==> src/design/pesm_pkg.sv <==
// Shared types and constants of the pointer event scroll mapper.
package pesm_pkg;

  // Configuration register indexes
  localparam int unsigned CfgIdxW = 3;
  localparam logic [CfgIdxW-1:0] CFG_SWAP_AXES   = 3'd0;
  localparam logic [CfgIdxW-1:0] CFG_INVERT_X    = 3'd1;
  localparam logic [CfgIdxW-1:0] CFG_INVERT_Y    = 3'd2;
  localparam logic [CfgIdxW-1:0] CFG_SCALE_MUL   = 3'd3;
  localparam logic [CfgIdxW-1:0] CFG_SCALE_DIV   = 3'd4;
  localparam logic [CfgIdxW-1:0] CFG_SCROLL_STEP = 3'd5;

  // Register reset values
  localparam logic [15:0] SCALE_MUL_RST   = 16'd1;
  localparam logic [15:0] SCALE_DIV_RST   = 16'd1;
  localparam logic [7:0]  SCROLL_STEP_RST = 8'd12;

  // Event types and codes
  localparam logic [1:0] FUNC_REL = 2'd0;
  localparam logic [1:0] FUNC_KEY = 2'd1;
  localparam logic [2:0] CODE_X       = 3'd0;
  localparam logic [2:0] CODE_Y       = 3'd1;
  localparam logic [2:0] CODE_WHEEL   = 3'd2;
  localparam logic [2:0] CODE_HWHEEL  = 3'd3;
  localparam logic [2:0] CODE_BTN_MAX = 3'd4;

  // Divider iteration counts, minus one
  localparam logic [4:0] DIV_CNT_SCALE = 5'd31;
  localparam logic [4:0] DIV_CNT_TICK  = 5'd15;

  typedef enum logic [2:0] {
    ACT_MOVE    = 3'd0,
    ACT_SCROLL  = 3'd1,
    ACT_PRESS   = 3'd2,
    ACT_RELEASE = 3'd3,
    ACT_SEND    = 3'd4
  } action_t;

  typedef enum logic [3:0] {
    S_IDLE,
    S_MUL,
    S_DLOAD,
    S_DSCALE,
    S_SFIX,
    S_ROUTE,
    S_TLOAD,
    S_TDIV,
    S_TFIX,
    S_TREM,
    S_OUTP,
    S_OUTS
  } state_t;

  typedef struct packed {
    logic load_in;
    logic mul;
    logic div_load_scale;
    logic div_load_tick;
    logic div_step;
    logic scale_fix;
    logic acc;
    logic tick_fix;
    logic rem_upd;
    logic out_load;
    logic out_sel_sync;
  } ctrl_cmd_t;

  typedef struct packed {
    logic cfg;
    logic need_acc;
    logic div_last;
    logic out_free;
    logic prim_v;
    logic sync;
  } ctrl_sts_t;

endpackage

==> src/design/pesm_ctrl.sv <==
// Sequencing state machine of the pointer event scroll mapper.
module pesm_ctrl (
  input  logic                  clk,
  input  logic                  rst_n,
  input  logic                  in_valid,
  output logic                  in_stall,
  output pesm_pkg::ctrl_cmd_t   cmd,
  input  pesm_pkg::ctrl_sts_t   sts
);

  pesm_pkg::state_t state_r, state_nxt;

  always_ff @(posedge clk) begin
    if (!rst_n) begin
      state_r <= pesm_pkg::S_IDLE;
    end else begin
      state_r <= state_nxt;
    end
  end

  // Next state
  always_comb begin
    state_nxt = state_r;
    unique case (state_r)
      pesm_pkg::S_IDLE: begin
        if (in_valid) state_nxt = pesm_pkg::S_MUL;
      end
      pesm_pkg::S_MUL: begin
        state_nxt = sts.cfg ? pesm_pkg::S_DLOAD : pesm_pkg::S_ROUTE;
      end
      pesm_pkg::S_DLOAD:  state_nxt = pesm_pkg::S_DSCALE;
      pesm_pkg::S_DSCALE: begin
        if (sts.div_last) state_nxt = pesm_pkg::S_SFIX;
      end
      pesm_pkg::S_SFIX:   state_nxt = pesm_pkg::S_ROUTE;
      pesm_pkg::S_ROUTE: begin
        state_nxt = sts.need_acc ? pesm_pkg::S_TLOAD : pesm_pkg::S_OUTP;
      end
      pesm_pkg::S_TLOAD:  state_nxt = pesm_pkg::S_TDIV;
      pesm_pkg::S_TDIV: begin
        if (sts.div_last) state_nxt = pesm_pkg::S_TFIX;
      end
      pesm_pkg::S_TFIX:   state_nxt = pesm_pkg::S_TREM;
      pesm_pkg::S_TREM:   state_nxt = pesm_pkg::S_OUTP;
      pesm_pkg::S_OUTP: begin
        if (!sts.prim_v) begin
          state_nxt = sts.sync ? pesm_pkg::S_OUTS : pesm_pkg::S_IDLE;
        end else if (sts.out_free) begin
          state_nxt = sts.sync ? pesm_pkg::S_OUTS : pesm_pkg::S_IDLE;
        end
      end
      pesm_pkg::S_OUTS: begin
        if (sts.out_free) state_nxt = pesm_pkg::S_IDLE;
      end
      default: state_nxt = pesm_pkg::S_IDLE;
    endcase
  end

  // Commands
  always_comb begin
    cmd      = '0;
    in_stall = 1'b1;
    unique case (state_r)
      pesm_pkg::S_IDLE: begin
        in_stall    = 1'b0;
        cmd.load_in = in_valid;
      end
      pesm_pkg::S_MUL:    cmd.mul            = sts.cfg;
      pesm_pkg::S_DLOAD:  cmd.div_load_scale = 1'b1;
      pesm_pkg::S_DSCALE: cmd.div_step       = 1'b1;
      pesm_pkg::S_SFIX:   cmd.scale_fix      = 1'b1;
      pesm_pkg::S_ROUTE:  cmd.acc            = sts.need_acc;
      pesm_pkg::S_TLOAD:  cmd.div_load_tick  = 1'b1;
      pesm_pkg::S_TDIV:   cmd.div_step       = 1'b1;
      pesm_pkg::S_TFIX:   cmd.tick_fix       = 1'b1;
      pesm_pkg::S_TREM:   cmd.rem_upd        = 1'b1;
      pesm_pkg::S_OUTP:   cmd.out_load       = sts.prim_v & sts.out_free;
      pesm_pkg::S_OUTS: begin
        cmd.out_load     = sts.out_free;
        cmd.out_sel_sync = 1'b1;
      end
      default: cmd = '0;
    endcase
  end

endmodule

==> src/design/pesm_dp.sv <==
// Datapath: config registers, scaler, shared divider, scroll remainders, result register.
module pesm_dp (
  input  logic                          clk,
  input  logic                          rst_n,
  input  pesm_pkg::ctrl_cmd_t           cmd,
  output pesm_pkg::ctrl_sts_t           sts,
  input  logic [1:0]                    in_func,
  input  logic [2:0]                    in_event_code,
  input  logic signed [15:0]            in_event_value,
  input  logic                          in_sync_flag,
  input  logic                          in_config_applies,
  input  logic                          in_scroll_mode,
  input  logic                          cfg_valid,
  input  logic [pesm_pkg::CfgIdxW-1:0]  cfg_index,
  input  logic [15:0]                   cfg_data,
  output logic                          out_valid,
  input  logic                          out_stall,
  output logic [2:0]                    out_action,
  output logic signed [15:0]            out_delta_x,
  output logic signed [15:0]            out_delta_y,
  output logic [2:0]                    out_button_index,
  output logic                          out_last_flag
);

  // Configuration
  logic        swap_r, inv_x_r, inv_y_r;
  logic [15:0] mul_r, div_r;
  logic [7:0]  step_r;

  always_ff @(posedge clk) begin
    if (!rst_n) begin
      swap_r  <= 1'b0;
      inv_x_r <= 1'b0;
      inv_y_r <= 1'b0;
      mul_r   <= pesm_pkg::SCALE_MUL_RST;
      div_r   <= pesm_pkg::SCALE_DIV_RST;
      step_r  <= pesm_pkg::SCROLL_STEP_RST;
    end else if (cfg_valid) begin
      unique case (cfg_index)
        pesm_pkg::CFG_SWAP_AXES:   swap_r  <= cfg_data[0];
        pesm_pkg::CFG_INVERT_X:    inv_x_r <= cfg_data[0];
        pesm_pkg::CFG_INVERT_Y:    inv_y_r <= cfg_data[0];
        pesm_pkg::CFG_SCALE_MUL:   mul_r   <= cfg_data;
        pesm_pkg::CFG_SCALE_DIV:   div_r   <= cfg_data;
        pesm_pkg::CFG_SCROLL_STEP: step_r  <= cfg_data[7:0];
        default: ;
      endcase
    end
  end

  logic [15:0] div_eff;
  logic [7:0]  step_eff;
  assign div_eff  = (div_r == 16'd0) ? 16'd1 : div_r;
  assign step_eff = (step_r == 8'd0) ? 8'd1 : step_r;

  // Captured event
  logic [1:0]         func_r;
  logic [2:0]         code_r;
  logic signed [15:0] value_r;
  logic               sync_r, cfg_r, scroll_r;
  logic               swap_now;

  assign swap_now = in_config_applies && swap_r && (in_func == pesm_pkg::FUNC_REL) &&
                    ((in_event_code == pesm_pkg::CODE_X) || (in_event_code == pesm_pkg::CODE_Y));

  // Scaler
  logic               inv_now;
  logic signed [16:0] vext, vinv;
  logic signed [33:0] prod_full;
  logic signed [32:0] prod_r;
  logic [32:0]        prod_mag;

  assign inv_now = (func_r == pesm_pkg::FUNC_REL) &&
                   ((inv_x_r && (code_r == pesm_pkg::CODE_X)) ||
                    (inv_y_r && (code_r == pesm_pkg::CODE_Y)));
  assign vext      = {value_r[15], value_r};
  assign vinv      = inv_now ? -vext : vext;
  assign prod_full = vinv * $signed({1'b0, mul_r});
  assign prod_mag  = prod_r[32] ? 33'(-prod_r) : 33'(prod_r);

  // Shared restoring divider, one quotient bit per cycle
  logic [31:0] q_r;
  logic [15:0] rem_r, dvs_r;
  logic [4:0]  cnt_r;
  logic        neg_r;
  logic [17:0] trial;
  logic        borrow;

  assign trial  = {1'b0, rem_r, q_r[31]} - {2'b00, dvs_r};
  assign borrow = trial[17];

  // Scroll accumulation
  logic signed [15:0] rem_x_r, rem_y_r, acc_r;
  logic signed [7:0]  tick_r;
  logic               tick_nz_r;
  logic [16:0]        acc_mag;
  logic signed [16:0] tprod;
  logic signed [15:0] rem_new;

  assign acc_mag = acc_r[15] ? 17'(-{acc_r[15], acc_r}) : {acc_r[15], acc_r};
  assign tprod   = tick_r * $signed({1'b0, step_eff});
  assign rem_new = tick_nz_r ? (acc_r - tprod[15:0]) : acc_r;

  always_ff @(posedge clk) begin
    if (cmd.load_in) begin
      func_r   <= in_func;
      code_r   <= swap_now ? (in_event_code ^ 3'd1) : in_event_code;
      value_r  <= in_event_value;
      sync_r   <= in_sync_flag;
      cfg_r    <= in_config_applies;
      scroll_r <= in_scroll_mode;
    end else if (cmd.scale_fix) begin
      value_r  <= neg_r ? 16'(-q_r[15:0]) : q_r[15:0];
    end
    if (cmd.mul) prod_r <= prod_full[32:0];
    if (cmd.acc) begin
      acc_r <= ((code_r == pesm_pkg::CODE_X) ? rem_x_r : rem_y_r) + value_r;
    end
    if (cmd.tick_fix) begin
      tick_r    <= neg_r ? 8'(-q_r[7:0]) : q_r[7:0];
      tick_nz_r <= |q_r[15:0];
    end
    if (cmd.div_load_scale) begin
      q_r   <= prod_mag[31:0];
      rem_r <= 16'd0;
      dvs_r <= div_eff;
      neg_r <= prod_r[32];
    end else if (cmd.div_load_tick) begin
      q_r   <= {acc_mag[15:0], 16'd0};
      rem_r <= 16'd0;
      dvs_r <= {8'd0, step_eff};
      neg_r <= acc_r[15];
    end else if (cmd.div_step) begin
      q_r   <= {q_r[30:0], ~borrow};
      rem_r <= borrow ? {rem_r[14:0], q_r[31]} : trial[15:0];
    end
  end

  always_ff @(posedge clk) begin
    if (!rst_n) begin
      cnt_r <= 5'd0;
    end else if (cmd.div_load_scale) begin
      cnt_r <= pesm_pkg::DIV_CNT_SCALE;
    end else if (cmd.div_load_tick) begin
      cnt_r <= pesm_pkg::DIV_CNT_TICK;
    end else if (cmd.div_step) begin
      cnt_r <= cnt_r - 5'd1;
    end
  end

  always_ff @(posedge clk) begin
    if (!rst_n) begin
      rem_x_r <= '0;
      rem_y_r <= '0;
    end else if (cmd.rem_upd) begin
      if (code_r == pesm_pkg::CODE_X) rem_x_r <= rem_new;
      else                            rem_y_r <= rem_new;
    end
  end

  // Primary result of the event
  logic               prim_v;
  pesm_pkg::action_t  prim_act;
  logic signed [15:0] prim_dx, prim_dy;
  logic [2:0]         prim_btn;
  logic signed [7:0]  tick_neg;

  assign tick_neg = -tick_r;

  always_comb begin
    prim_v   = 1'b0;
    prim_act = pesm_pkg::ACT_MOVE;
    prim_dx  = '0;
    prim_dy  = '0;
    prim_btn = 3'd0;
    if (func_r == pesm_pkg::FUNC_REL) begin
      priority case (code_r)
        pesm_pkg::CODE_X: begin
          if (!scroll_r) begin
            prim_v  = 1'b1;
            prim_dx = value_r;
          end else begin
            prim_v   = tick_nz_r;
            prim_act = pesm_pkg::ACT_SCROLL;
            prim_dx  = 16'(tick_r);
          end
        end
        pesm_pkg::CODE_Y: begin
          if (!scroll_r) begin
            prim_v  = 1'b1;
            prim_dy = value_r;
          end else begin
            prim_v   = tick_nz_r;
            prim_act = pesm_pkg::ACT_SCROLL;
            prim_dy  = 16'(tick_neg);
          end
        end
        pesm_pkg::CODE_WHEEL: begin
          prim_v   = 1'b1;
          prim_act = pesm_pkg::ACT_SCROLL;
          prim_dy  = value_r;
        end
        pesm_pkg::CODE_HWHEEL: begin
          prim_v   = 1'b1;
          prim_act = pesm_pkg::ACT_SCROLL;
          prim_dx  = value_r;
        end
        default: prim_v = 1'b0;
      endcase
    end else if (func_r == pesm_pkg::FUNC_KEY) begin
      if (code_r <= pesm_pkg::CODE_BTN_MAX) begin
        prim_v   = 1'b1;
        prim_btn = code_r;
        prim_act = (!value_r[15] && (value_r != 16'sd0)) ? pesm_pkg::ACT_PRESS
                                                         : pesm_pkg::ACT_RELEASE;
      end
    end
  end

  // Result register
  logic               out_valid_r;
  pesm_pkg::action_t  out_action_r;
  logic signed [15:0] out_dx_r, out_dy_r;
  logic [2:0]         out_btn_r;
  logic               out_last_r;
  logic               out_free;

  assign out_free = !out_valid_r || !out_stall;

  always_ff @(posedge clk) begin
    if (!rst_n) begin
      out_valid_r <= 1'b0;
    end else if (cmd.out_load) begin
      out_valid_r <= 1'b1;
    end else if (!out_stall) begin
      out_valid_r <= 1'b0;
    end
  end

  always_ff @(posedge clk) begin
    if (cmd.out_load) begin
      if (cmd.out_sel_sync) begin
        out_action_r <= pesm_pkg::ACT_SEND;
        out_dx_r     <= '0;
        out_dy_r     <= '0;
        out_btn_r    <= 3'd0;
        out_last_r   <= 1'b1;
      end else begin
        out_action_r <= prim_act;
        out_dx_r     <= prim_dx;
        out_dy_r     <= prim_dy;
        out_btn_r    <= prim_btn;
        out_last_r   <= !sync_r;
      end
    end
  end

  assign out_valid        = out_valid_r;
  assign out_action       = out_action_r;
  assign out_delta_x      = out_dx_r;
  assign out_delta_y      = out_dy_r;
  assign out_button_index = out_btn_r;
  assign out_last_flag    = out_last_r;

  assign sts.cfg      = cfg_r;
  assign sts.need_acc = scroll_r && (func_r == pesm_pkg::FUNC_REL) &&
                        ((code_r == pesm_pkg::CODE_X) || (code_r == pesm_pkg::CODE_Y));
  assign sts.div_last = (cnt_r == 5'd0);
  assign sts.out_free = out_free;
  assign sts.prim_v   = prim_v;
  assign sts.sync     = sync_r;

endmodule

==> src/design/pointer_event_scroll_mapper.sv <==
// Top level of the pointer event scroll mapper: controller, datapath and checks.
//
// Takes one pointer event item at a time and gives zero, one or two result items
// (an action, then a send-and-clear when the sync flag is set; last_flag marks the
// final one). Without scaling or scroll accumulation an event passes through the
// multiply slot, route, result load and idle from its acceptance to the next
// acceptance, plus a send-and-clear state when the sync flag is set. Scaling adds a
// divider load, a restoring divider that produces one quotient bit per cycle over 32
// bits, then the sign fix; the 17x16 multiply uses the multiply slot. A scroll-mode
// X or Y delta adds a divider load, the same divider over 16 bits for the tick count,
// the tick sign fix, then the remainder update. Any output stall adds to this. The
// divider is shared, so its bit-per-cycle loop sets the rate. A finished result sits
// in an output register; while it waits the controller holds off the next event only
// if a further result of the same event still has to go out. Config writes are taken
// every cycle (cfg_ready is tied high) and must only happen while the block is idle.
// Scroll remainders reset to zero; divisor and scroll step of zero act as one.
module pointer_event_scroll_mapper (
  input  logic                          clk,
  input  logic                          rst_n,
  // event items
  input  logic                          in_valid,
  output logic                          in_stall,
  input  logic [1:0]                    in_func,
  input  logic [2:0]                    in_event_code,
  input  logic signed [15:0]            in_event_value,
  input  logic                          in_sync_flag,
  input  logic                          in_config_applies,
  input  logic                          in_scroll_mode,
  // result items
  output logic                          out_valid,
  input  logic                          out_stall,
  output logic [2:0]                    out_action,
  output logic signed [15:0]            out_delta_x,
  output logic signed [15:0]            out_delta_y,
  output logic [2:0]                    out_button_index,
  output logic                          out_last_flag,
  // register writes
  input  logic                          cfg_valid,
  output logic                          cfg_ready,
  input  logic [pesm_pkg::CfgIdxW-1:0]  cfg_index,
  input  logic [15:0]                   cfg_data
);

  pesm_pkg::ctrl_cmd_t cmd;
  pesm_pkg::ctrl_sts_t sts;

  assign cfg_ready = 1'b1;

  pesm_ctrl u_ctrl (
    .clk      (clk),
    .rst_n    (rst_n),
    .in_valid (in_valid),
    .in_stall (in_stall),
    .cmd      (cmd),
    .sts      (sts)
  );

  pesm_dp u_dp (
    .clk               (clk),
    .rst_n             (rst_n),
    .cmd               (cmd),
    .sts               (sts),
    .in_func           (in_func),
    .in_event_code     (in_event_code),
    .in_event_value    (in_event_value),
    .in_sync_flag      (in_sync_flag),
    .in_config_applies (in_config_applies),
    .in_scroll_mode    (in_scroll_mode),
    .cfg_valid         (cfg_valid & cfg_ready),
    .cfg_index         (cfg_index),
    .cfg_data          (cfg_data),
    .out_valid         (out_valid),
    .out_stall         (out_stall),
    .out_action        (out_action),
    .out_delta_x       (out_delta_x),
    .out_delta_y       (out_delta_y),
    .out_button_index  (out_button_index),
    .out_last_flag     (out_last_flag)
  );

`ifndef SYNTHESIS
  // An accepted item keeps the input side closed while it is processed
  a_busy_after_accept: assert property (@(posedge clk) disable iff (!rst_n)
    (in_valid && !in_stall) |=> in_stall)
    else $error("input not stalled after accepting an item");

  // Send-and-clear is always the final result of its item
  a_send_is_last: assert property (@(posedge clk) disable iff (!rst_n)
    (out_valid && (out_action == pesm_pkg::ACT_SEND)) |-> out_last_flag)
    else $error("send-and-clear result not marked last");

  // Button results carry no motion
  a_button_no_delta: assert property (@(posedge clk) disable iff (!rst_n)
    (out_valid && ((out_action == pesm_pkg::ACT_PRESS) ||
                   (out_action == pesm_pkg::ACT_RELEASE)))
      |-> ((out_delta_x == 16'sd0) && (out_delta_y == 16'sd0)))
    else $error("button result with nonzero delta");

  // Move and scroll results carry no button number
  a_motion_no_button: assert property (@(posedge clk) disable iff (!rst_n)
    (out_valid && ((out_action == pesm_pkg::ACT_MOVE) ||
                   (out_action == pesm_pkg::ACT_SCROLL)))
      |-> (out_button_index == 3'd0))
    else $error("motion result with button index");
`endif

endmodule
==> config.mk <==
export PLATFORM = sky130hd
export DESIGN_NAME = pointer_event_scroll_mapper
export DESIGN_NICKNAME = d
export VERILOG_FILES = /design/src/design/pesm_pkg.sv /design/src/design/pesm_ctrl.sv /design/src/design/pesm_dp.sv /design/src/design/pointer_event_scroll_mapper.sv
export SDC_FILE = /design/constraint.sdc
export NUM_CORES = 2
export LEC_CHECK = 0
export BUFFER_PORTS_ARGS = -buffer_cell sky130_fd_sc_hd__buf_2
export CORE_ASPECT_RATIO = 1.75
export CORE_MARGIN = 1
export CORE_UTILIZATION = 40
export CTS_CLUSTER_DIAMETER = 100
export DETAILED_ROUTE_END_ITERATION = 16
export PLACE_DENSITY = 0.6
export SLEW_MARGIN = 10
export SYNTH_ARGS = -nofsm -noshare
export SYNTH_HDL_FRONTEND = slang
export SYNTH_SLANG_ARGS = --single-unit
==> constraint.sdc <==
create_clock -name clk -period 10.75 [get_ports clk]
set_input_delay 0.5375 -clock clk [delete_from_list [all_inputs] [get_ports clk]]
set_output_delay 0.5375 -clock clk [all_outputs]
set_load 0.01 [all_outputs]
* After elaboration in Yosys (flattened, before gate mapping)
Index checks and enable logic that the tools add are counted.
** Word-level totals
- Flip-flop bits (word level) :: 271
- Bits of input ports :: 48
- Output and inout port bits :: 42
- Logic and storage cells :: 185
** Cells by class
- $add $sub $neg :: 10
- $mul :: 2
- Magnitude comparators :: 1
- Equality and inequality tests :: 27
- Muxes and demuxes :: 62
- Bitwise gates (word level) :: 7
- Reduce and logical (&&, ||, !) cells :: 46
** Operators with widths (number)
- $mux 16 :: 12
- $mux 32 :: 4
- $pmux 16 s2 :: 2
- $pmux 4 s12 :: 1
- $mul 17x17->33 :: 1
- $mux 4 :: 8
- $neg 16->16 :: 2
- $neg 32->32 :: 1
- $mux 1 :: 22
- $sub 17x16->18 :: 1
- $mux 17 :: 1
- $neg 16->17 :: 1
- $add 16x16->16 :: 1
- $eq 4x3->1 const B :: 4
- $eq 4x4->1 const B :: 4
- $logic_not 16->1 :: 1
- $mul 8x9->16 :: 1
- $mux 8 :: 2
- $neg 8->8 :: 2
- $reduce_and 2->1 :: 8
- $reduce_bool 16->1 :: 1
- $reduce_or 16->1 :: 1
- $sub 16x16->16 :: 1
- $mux 5 :: 3
- other kinds (29) :: 70

* Logic depth before layout (Yosys ltp)
- Depth after elaboration :: 7
- Mapped depth :: 31
- Gate-level depth less buffers :: 28

* Hierarchy
Synthesis repeated with hierarchy kept, for this count alone.
** Unflattened totals
- Cells, all modules :: 2911
- Area total of the unflattened synthesis :: 27101.0 µm²
** By module, submodules not included
- pesm_dp :: times used 1, cells an instance 2853, area an instance 26679.3 µm², sequential area each 7046.8 µm²
- pesm_ctrl :: times used 1, cells an instance 56, area an instance 410.4 µm², sequential area each 80.1 µm²
- pointer_event_scroll_mapper :: times used 1, cells an instance 2, area an instance 11.3 µm², sequential area each 0.0 µm²

* Least setup slack after synthesis
Ideal clock, no wire load.
- Kind :: flip-flop to flip-flop
- From :: register u_dp.code_r[2]
- To :: register u_dp.prod_r[32] (data pin)
- Setup time :: 260 ps
- Arrival :: 7548 ps
- Data required time :: 10490 ps
- Setup slack :: 2942 ps
- Cell stages (with the launch flop) :: 29
- Path buffers :: 2
- Clock period less this slack :: 7808 ps
- Cell sequence :: edfxtp_1 -> clkbuf_1 -> or3_1 -> nor3_1 -> o21ai_1 -> xnor2_1 -> clkbuf_1 -> nand2_1 -> fa_1 -> inv_1 -> fa_1 -> inv_1 -> fa_1 -> inv_1 -> fa_1 -> fa_1 -> inv_1 -> fa_1 -> inv_1 -> ha_1 -> a21o_1 -> a21o_1 -> a211o_1 -> o2111ai_1 -> a311oi_1 -> a221o_1 -> a31o_2 -> a21oi_1 -> xnor2_1
** On the way
- Cells in the longest elaborated chain, start to end :: 6
- Elaborated cells on any way between the ends :: 8
- Those cells by class :: mul (1); eq/ne (1); mux (1); reduce/logical (5)
** RTL lines
- start: declaration :: RTL line pesm_dp.sv:58 : logic [2:0] code_r;
- start signal: assignment :: RTL line pesm_dp.sv:107 : code_r <= swap_now ? (in_event_code ^ 3'd1) : in_event_code;
- $eq 3x1->1 / $logic_not 3->1 (equally long branches) :: RTL line pesm_dp.sv:75, pesm_dp.sv:74
- $logic_and 1x1->1 (on tied branches) :: RTL line pesm_dp.sv:75, pesm_dp.sv:74
- $logic_or 1x1->1 * :: RTL line pesm_dp.sv:74 : ((inv_x_r && (code_r == pesm_pkg::CODE_X)) ||
- $logic_and 1x1->1 * :: RTL line pesm_dp.sv:73 : assign inv_now = (func_r == pesm_pkg::FUNC_REL) &&
- $mux 17 * :: RTL line pesm_dp.sv:77 : assign vinv = inv_now ? -vext : vext;
- $mul 17x17->33 * :: RTL line pesm_dp.sv:78 : assign prod_full = vinv * $signed({1'b0, mul_r});
- net u_dp.prod_full[32] :: RTL line pesm_dp.sv:69 : logic signed [33:0] prod_full;
- end signal: assignment :: RTL line pesm_dp.sv:115 : if (cmd.mul) prod_r <= prod_full[32:0];
- end: declaration :: RTL line pesm_dp.sv:70 : logic signed [32:0] prod_r;
The timed path passes the listed nets; every way through them passes the cells marked *.
A chain may end at the register's enable or synchronous reset.

* Worst setup path after layout
Ends and elaborated chain as after synthesis.

==> qor.yml <==
r2r_cells: 26
antenna_found_initial: 2
hold_slack_ns: 0.153
firstDrtPassIters: 6
fmax_mhz: 117
synth_ff_type: "edfxtp_1"
rows: 125
drtAntennaViolNets: 0
final_nets: 3450
grt_overflow_total: 0
synthArstFlopShare_pct: 0
drc: 0
core_area_sq_um: 66300
status: "finished clean"
grt_setup_unrepaired: "false"
fin_cells: 3820
critPathKind: "reg2reg"
diodes: 0
end_kind: "flop"
num_io_pins: 90
clock_path_buffers: 3
fin_skew_ns: 0.0178
global_route.usage.total_pct: 24.5
die_h_um: 344
cts_buffers: 26
cts_resized: 0
cts_tree: "done"
fin_crit_ns: 8.56
drt-vias-per-instance: 5.31
grt_max_degree: 68
num_vias: 20288
grt_pass1_vias: 21508
power.density_nw_per_um2: 205
ys_seq_area_share_pct: 26.6
r2r-start: "u_dp.code_r[2]"
synth_edf_count: 170
die_w_um: 198
clk_pin_slew_ns: 0.07
post_cts_buffers: 0
drive_gt1_share_pct: 7.64
tns_ns: 0
required_ns: 11.05
h-tree-depth: 1
finalWirelength_mm: 81.3
max-cap-violations: 0
ctsHoldBuffers: 0
dp_hpwl_mm: 66.7
max_slew_margin_pct: 25.8
setup_viol: 0
grt_pass1_wl_mm: 124
cts_sinks: 271
worst-path-max-fanout: 16
io_buffer_count: 88
synth.ff_latch_count: 271
r2r_slack_ns: 2.19
yosysTopAreaCell: "fa_1"
cts_root_buf: "clkbuf_16"
start_kind: "flop"
crit_arrival_ns: 8.86
n_fill_cell: 6525
hp-class: "in2reg"
post-route-period-util_pct: 79.7
finalHoldViolations: 0
worstMarginPinSlew_ns: 1.09
place_congestion: 0.918
ys_warn_count: 0
drtIter0Drc: 1070
synthCells: 2880
cp-endpoint: "u_dp.prod_r[32]"
crit_path_start: "u_dp.code_r[2]"
whs_path_depth: 1
worst_r2r_endpoint: "u_dp.prod_r[32]"
ys_types: 74
dp.cells: 3772
syn-mean-instance-area_sq_um: 9.30
synth_top_area_share_pct: 24.1
post_drt_wl_per_cell_um: 21.3
die_area_sq_um: 68100
leakage_uw: 0.0130
synth_top_cells_by_area: "fa_1 (24%), edfxtp_1 (19%), ha_1 (7.8%)"
maxSlewViolCount: 0
vdd_drop_max_uv: 124
floorplan.initialDensity_pct: 40.4
syn_area_sq_um: 26800
synth_common_cells: "inv_1 (446), nand2_1 (360), fa_1 (323), and2_1 (186), edfxtp_1 (170)"
clk_latency_ns: 0.57
syn2layout_area_growth_pct: 8.62
synth_most_common_cell: "inv_1"
finalPower_uw: 5960
synth_fp_nets: 3419
per-layer routing:
| metal | vias up | wire length, um | track usage (%) |
|---|---|---|---|
| li1 | 9376 | - | - |
| met1 | 10100 | 26100 | 23.1 |
| met4 | 0 | 7530 | 20.0 |
| met2 | 555 | 44900 | 47.6 |
| met3 | 257 | 2760 | 2.14 |
| met5 | - | 0 | 0 |
cells by family (layout without fill, tap and decap cells):
logic type                 count (synthesis)  in the layout  share of synthesized area [%]
AOI/OAI and AO/OA                        439            439                           10.2
DFF                                      271            271                           26.6
and+or+nand+nor                          902            902                           16.2
other                                      1              1                         0.0140
buffers and inverters                    576            627                           8.09
muxes                                     48             48                           1.90
xor gates and xnor gates                 152            152                           4.97
adders and majority gates                491            491                           32.0
worst min path at each step:
stage                        start              to
floorplan           u_dp.div_r[10]  u_dp.div_r[10]
CTS                   in_sync_flag     u_dp.sync_r
detailed placement   u_dp.div_r[9]   u_dp.div_r[9]
finish                in_sync_flag     u_dp.sync_r
global route          in_sync_flag     u_dp.sync_r
global placement     u_dp.div_r[9]   u_dp.div_r[9]
cell type report:
cell class              count  area (sq um)  area share [%]
multi-input cells        2033         17600            60.3
repair buffers            129           748            2.57
inverters                 450          1690            5.80
clock buffers              30           718            2.47
clock inverters            18           153           0.524
flip-flops and latches    271          7130            24.5
well taps                 889          1110            3.82
layout by cell type (no fill, tap or decap), drive strengths merged, types with 13 or more instances in the layout:
master  Yosys  final
xor2       59     59
inv       450    452
nor2      147    147
a21oi     141    141
o21a       17     17
nand2     360    360
ha        168    168
a21o       20     20
o21ai     117    117
and2      186    186
mux2i      25     25
nand3      32     32
a211oi     25     25
mux2       23     23
buf        13    129
edfxtp    170    170
dfxtp     101    101
nor2b      31     31
or3        21     21
and3       16     16
o31ai      18     18
or4        13     13
nand2b     18     18
nor3       34     34
a22oi      15     15
xnor2      93     93
clkbuf    113     30
fa        323    323
clkinv      0     14
a31oi      14     14
worst max-delay path, cell delays in order, from the launching register on:
cell	delay (ns)
edfxtp_1	0.51
or3_1	0.50
nor3_1	0.70
o21ai_1	0.18
xnor2_1	0.17
buf_4	0.22
and2_1	0.19
fa_1	0.53
inv_1	0.05
fa_1	0.56
fa_1	0.47
fa_1	0.56
inv_1	0.06
fa_1	0.54
inv_1	0.06
fa_1	0.54
inv_1	0.04
ha_1	0.36
nand2_1	0.07
a2111oi_0	0.42
o41a_1	0.24
o2111ai_1	0.14
a311oi_1	0.56
a221o_1	0.27
a31o_2	0.15
a21oi_1	0.07
xnor2_1	0.14
flip-flops by register name, summed over array words and instances (netlist names), 16 cells and up:
| name | count |
|---|---|
| u_dp.prod_r | 33 |
| u_dp.q_r | 32 |
| u_dp.acc_r | 16 |
| u_dp.div_r | 16 |
| u_dp.dvs_r | 16 |
| u_dp.mul_r | 16 |
| u_dp.out_delta_x | 16 |
| u_dp.out_delta_y | 16 |
| u_dp.rem_r | 16 |
| u_dp.rem_x_r | 16 |
| u_dp.rem_y_r | 16 |
| u_dp.value_r | 16 |
report_power, final:
group	internal, uW	total [uW]	switching [uW]
Combinational	1220	3320	2090
Clock	530	958	428
Sequential	1420	1690	273
Total	3170	5960	2790
metrics by stage:
stage | setup WS (ns) | area, sq um | utilization, %
floorplan | 2.94 | 26800 | -
global placement | 2.28 | 28200 | 42.6
detailed placement | 2.16 | 28200 | 42.6
CTS | 2.14 | 29100 | 43.9
global route | 1.67 | 29100 | 43.9
finish | 2.19 | 29100 | 43.9
(Power assumes the default switching activity.)
